==> config.mk <==
export PLATFORM = sky130hd
export DESIGN_NAME = lmsf_ctrl
export DESIGN_NICKNAME = d
export VERILOG_FILES = /design/src/design/lmsf_pkg.sv /design/src/design/lmsf_ctrl.sv
export SDC_FILE = /design/constraint.sdc
export NUM_CORES = 1
export LEC_CHECK = 0
export BUFFER_PORTS_ARGS = -buffer_cell sky130_fd_sc_hd__buf_2
export CAP_MARGIN = 40
export CELL_PAD_IN_SITES_DETAIL_PLACEMENT = 0
export CELL_PAD_IN_SITES_GLOBAL_PLACEMENT = 1
export CORE_AREA = 4 4 41 43
export CTS_CLUSTER_DIAMETER = 100
export DETAILED_ROUTE_END_ITERATION = 16
export DIE_AREA = 0 0 45 47
export PLACE_DENSITY = 0.55
export SETUP_SLACK_MARGIN = 0.2
export SLEW_MARGIN = 40
export SYNTH_ARGS = -nofsm -noshare
export SYNTH_HDL_FRONTEND = slang
export SYNTH_SLANG_ARGS = --single-unit
==> constraint.sdc <==
create_clock -name aclk -period 0.92 [get_ports aclk]
set_clock_uncertainty 0.05 [all_clocks]
set_input_delay 0.184 -clock aclk [delete_from_list [all_inputs] [get_ports aclk]]
set_output_delay 0.184 -clock aclk [all_outputs]
set_load 0.02 [all_outputs]
==> src/design/lmsf_pkg.sv <==
// lmsf_pkg: shared widths, constants, state type and the command/status structs
// of the lms adaptive fir block
// no dependencies
package lmsf_pkg;

    localparam int TAPS_DEF         = 128;
    localparam int WEIGHT_WIDTH_DEF = 32;

    localparam int SAMPLE_W = 16;
    localparam int ERR_W    = 17;
    localparam int STEP_W   = 24;
    localparam int ACC_W    = 64;
    localparam int ACC_FRAC = 30;

    localparam logic [STEP_W-1:0] STEP_RESET = 24'd1678;

    localparam int ERR_HI = 65535;
    localparam int ERR_LO = -65536;

    typedef enum logic [2:0] {
        ST_CLEAR,
        ST_IDLE,
        ST_FILT,
        ST_FDRAIN,
        ST_EMU,
        ST_UPD,
        ST_UDRAIN,
        ST_OUT
    } lmsf_state_t;

    typedef struct packed {
        logic clr;       // write zero at tap counter into both memories
        logic load;      // take the new sample, clear accumulator
        logic issue;     // read one tap and advance the tap counter
        logic upd;       // pipeline works on the weight update pass
        logic calc_err;  // form error and clamped output from accumulator
        logic calc_emu;  // form mu*error and the scaled output
        logic out_load;  // move the result into the output register
    } lmsf_cmd_t;

    typedef struct packed {
        logic tap_last;
        logic pipe_busy;
        logic out_free;
    } lmsf_stat_t;

endpackage

==> src/design/lmsf_ctrl.sv <==
// lmsf_ctrl: sequencer for clear pass, filter pass, error step and update pass
// depends on lmsf_pkg
module lmsf_ctrl (
    input  logic               aclk,
    input  logic               aresetn,
    input  logic               s_valid,
    output logic               s_ready,
    input  lmsf_pkg::lmsf_stat_t stat,
    output lmsf_pkg::lmsf_cmd_t  cmd
);
    import lmsf_pkg::*;

    lmsf_state_t state_reg, state_next;

    always_ff @(posedge aclk) begin
        if (!aresetn) begin
            state_reg <= ST_CLEAR;
        end else begin
            state_reg <= state_next;
        end
    end

    always_comb begin
        state_next = state_reg;
        cmd        = '0;
        s_ready    = 1'b0;
        unique case (state_reg)
            ST_CLEAR: begin
                cmd.clr = 1'b1;
                if (stat.tap_last) begin
                    state_next = ST_IDLE;
                end
            end
            ST_IDLE: begin
                s_ready = 1'b1;
                if (s_valid) begin
                    cmd.load   = 1'b1;
                    state_next = ST_FILT;
                end
            end
            ST_FILT: begin
                cmd.issue = 1'b1;
                if (stat.tap_last) begin
                    state_next = ST_FDRAIN;
                end
            end
            ST_FDRAIN: begin
                // accumulator is final once the last product has gone in
                if (!stat.pipe_busy) begin
                    cmd.calc_err = 1'b1;
                    state_next   = ST_EMU;
                end
            end
            ST_EMU: begin
                cmd.calc_emu = 1'b1;
                state_next   = ST_UPD;
            end
            ST_UPD: begin
                cmd.upd   = 1'b1;
                cmd.issue = 1'b1;
                if (stat.tap_last) begin
                    state_next = ST_UDRAIN;
                end
            end
            ST_UDRAIN: begin
                cmd.upd = 1'b1;
                if (!stat.pipe_busy) begin
                    state_next = ST_OUT;
                end
            end
            ST_OUT: begin
                if (stat.out_free) begin
                    cmd.out_load = 1'b1;
                    state_next   = ST_IDLE;
                end
            end
            default: begin
                state_next = ST_CLEAR;
            end
        endcase
    end

endmodule

==> summary.txt <==
Logic synthesis
  – Xor/xnor share of the synthesized area: 0
  – Post-synth EDFFs: 0
  – Seq cells post-synth: 3
  – Fraction of registers with async set/reset: 0
  – Simple logic cell fraction of the synthesized area: 0.4195
  – Leading area contributor after synthesis: dfxtp_1
  – Largest family of logic cells by synthesized area: simple AND/OR/NAND/NOR gates
  – Adder-Cell Fraction of Synth Area: 0
  – Synth Area in Compound Gates: 0.2146
  – Fraction of synthesized area in multiplexers: 0.03902
  – Most used DFF post-synth: dfxtp_1
  – Synth top cells by count: nand2b_1 (4), nor2_1 (4), nor3_1 (4)
  – Syn nets: 40
  – Netlist cell types: 20
  – Mapped Cells: 34
  – Top cell type's share of synthesized area: 0.2341
  – Syn_area_per_cell: 7.544 sq um
  – Cell area after synthesis: 256.5 sq um
  – Sequential cell area fraction in the yosys report: 0.2341
  – Syn. warnings: 0
  – Ranking of synthesized cells by area: dfxtp_1 (23%), nand2b_1 (9.8%), nor3_1 (7.8%)

Route
  – TritonRoute pass-1 iters: 1
  – Vias: 353
  – Post-DR wirelength/cell: 12.39 microns
  – Antenna Nets Post-Route: 0
  – Via density: 4.413
  – DRT iter0 DRCs: 0
  – Final wirelength: 991 microns
  – DRC: 0

Finish
  – # nets final: 72
  – Number of flip-flops in the largest register: 3
  – Fill count: 131
  – Layout cells sized above 1: 0.7846
  – Final antenna diode count: 0
  – Final Cell Area: 674.4 sq um
  – Post-route non-filler standard cell count: 80
  – Area delta synth->final: 162.9%

Power
  – Combinational fraction of design power: 0.399
  – Clock share of power: 0.364
  – Pint: 0.0004422 W
  – Total power: 0.0006494 W
  – Max VDD drop: 0.4965 mV
  – Pwr dens: 962.9 nW/um^2
  – Switch share: 0.3190
  – NetSw: 0.0002072 W
  – Flop pwr share: 0.237
  – Lkg Pwr: 0.2747 nW

Setup path
  – Reg-to-reg startpoint: state_reg[2]$_SDFFE_PN0P_
  – Required @ worst endpoint: 0.69 ns
  – R2R Setup Slk: -0.33 ns
  – Cell Chain, Critical Path: buf_12, mux2i_4, buf_6
  – Crit. End Element: primary output
  – Slowest stage cell, crit path: dfxtp_4
  – Crit path DAT: 1.10 ns
  – Critical path class: reg -> out
  – Startpoint class of the critical path: flip-flop
  – Maximum fanout along the worst path: 6
  – Slowest stage delay, CP: 0.40 ns
  – Worst R2R End: state_reg[1]$_SDFFE_PN0P_
  – FF-to-FF path depth: 5

Floorplanning
  – I/O pins: 14
  – Die area: 2115 sq um
  – Chip Height: 47 microns
  – # rows: 13
  – Initial Util: 0.1971
  – Core area: 1301 sq um
  – Die width: 45 microns

Timing
  – Period utilization: 1.453
  – Hold Fails Final Rpt: 0
  – Fmax: 747.9 MHz
  – Final worst slack: -0.4171 ns
  – Pins Over Slew Limit: 0
  – Min cycle time layout: 1.337 ns
  – Hold WS: 0.2369 ns
  – Worst-Margin Slew: 0.2472 ns
  – Max-slew headroom: 0.8352
  – Setup-failing EPs final: 11
  – RSZ-0062 raised after global routing: yes

Status
  – Outcome: complete, but fails checks
  – Failing checks: negative setup slack

Job
  – Max Cap Viol: 0

Global routing
  – Initial antenna violation count: 0
  – Largest net degree at the start of global routing: 8
  – First-pass GRT wire length: 1573 microns
  – Vias in the first global route: 369
  – Total GRT Usage: 0.1120
  – Total gr overflow: 0

Placement
  – Placed cells: 71
  – Port Buffers: 13
  – Routability cong.: 0.7848
  – Dpl cell area: 490.5 sq um
  – DP HPWL: 681.5 microns

Clocking
  – H-tree depth: 1
  – Cts hold-fix bufs: 0
  – CTS tree: built
  – CTS Root Cell: clkbuf_4
  – Number of buffers created by CTS: 3
  – Longest Clk Path Bufs: 2
  – Worst-Skew Late Latency: 0.24 ns
  – Clk sink count: 3
  – Clock slew at reported path FFs: 0.03 ns

Hold path
  – Min-Delay Path Class: in -> reg
  – Hold EP: state_reg[1]$_SDFFE_PN0P_
  – Min-delay src: aresetn
  – Hold Path Depth: 3
per-stage QoR:
stage / setup TNS [ns] / setup slack (ns) / util
after detailed placement: -2.539 / -0.3112 / 0.3769
after CTS: -3.703 / -0.4298 / 0.4971
after global routing: -4.339 / -0.4740 / 0.5183
after floorplan: -1.582 / -0.2183 / -
after global placement: -2.264 / -0.2610 / 0.3769
final: -3.703 / -0.4171 / 0.5183
critical path: cells and delay by family (launching register included):
family | cells | cell delay [ns]
buffers and inverters | 2 | 0.26
flip-flops | 1 | 0.40
multiplexers | 1 | 0.21
area by class of cell:
class	count	area (sq um)	share of cell area
repair buffers	29	260.3	0.3859
clock buffers	4	26.28	0.03896
flip-flops and latches	3	71.32	0.1058
multi-input cells	26	282.8	0.4193
inverters	3	15.01	0.02226
well taps	15	18.77	0.02783
routing by layer:
| metal | track usage | vias to the layer above | routed length, microns |
|---|---|---|---|
| met1 | 0.09955 | 156 | 377 |
| met5 | 0 | - | 0 |
| met3 | 0.03448 | 5 | 54 |
| li1 | - | 179 | - |
| met2 | 0.1921 | 13 | 517 |
| met4 | 0.1228 | 0 | 41 |
layout by cell type (no fill, tap or decap):
master / count
and2_4: 1
nor3_4: 2
nor2b_1: 1
nand3_2: 1
a31o_1: 1
nand2b_1: 2
buf_6: 12
dfxtp_4: 3
clkbuf_4: 3
and4bb_1: 1
nor3_1: 1
a21oi_4: 1
mux2i_4: 1
clkinvlp_4: 1
buf_2: 6
nor2_2: 1
buf_12: 1
nor2_1: 1
clkbuf_1: 1
a2111oi_4: 1
nor3_2: 1
nand2_1: 1
o21ai_0: 1
buf_4: 10
inv_1: 2
nor2_4: 2
a311oi_2: 1
o211ai_1: 1
a21oi_1: 1
nand2b_4: 3
repair_timing:
action	4_1_cts	5_1_grt
endpoints found under the setup margin	11	11
gates resized for setup	28	3
pin swaps	4	2
endpoints found under the hold margin	0	0
setup buffers	3	2
worst max path at each step:
| stage | from | endpoint | depth (start not counted) |
|---|---|---|---|
| 3_3_place_gp | state_reg[0]$_SDFFE_PN0P_ | cmd[4] | 3 |
| 2_1_floorplan | state_reg[1]$_SDFFE_PN0P_ | cmd[5] | 3 |
| 6_report | state_reg[2]$_SDFFE_PN0P_ | cmd[4] | 3 |
| 4_1_cts | state_reg[1]$_SDFFE_PN0P_ | cmd[5] | 4 |
| 3_5_place_dp | state_reg[0]$_SDFFE_PN0P_ | cmd[5] | 4 |
| 5_1_grt | state_reg[2]$_SDFFE_PN0P_ | cmd[1] | 3 |
cells by family after synthesis:
kind of cell	Yosys count
simple gates	18
buf+inv	5
flops	3
mux	1
compound gates	7
power groups by stage:
stage / Sequential (W) / Clock [W] / Combinational (W)
2_1_floorplan: 0.000150 / 0 / 0.000123
3_3_place_gp: 0.000154 / 0 / 0.000191
3_5_place_dp: 0.000155 / 0 / 0.000191
4_1_cts: 0.000152 / 0.000249 / 0.000250
5_1_grt: 0.000155 / 0.000271 / 0.000277
6_report: 0.000154 / 0.000237 / 0.000259
Note: power is estimated with default switching activity, not from simulation.
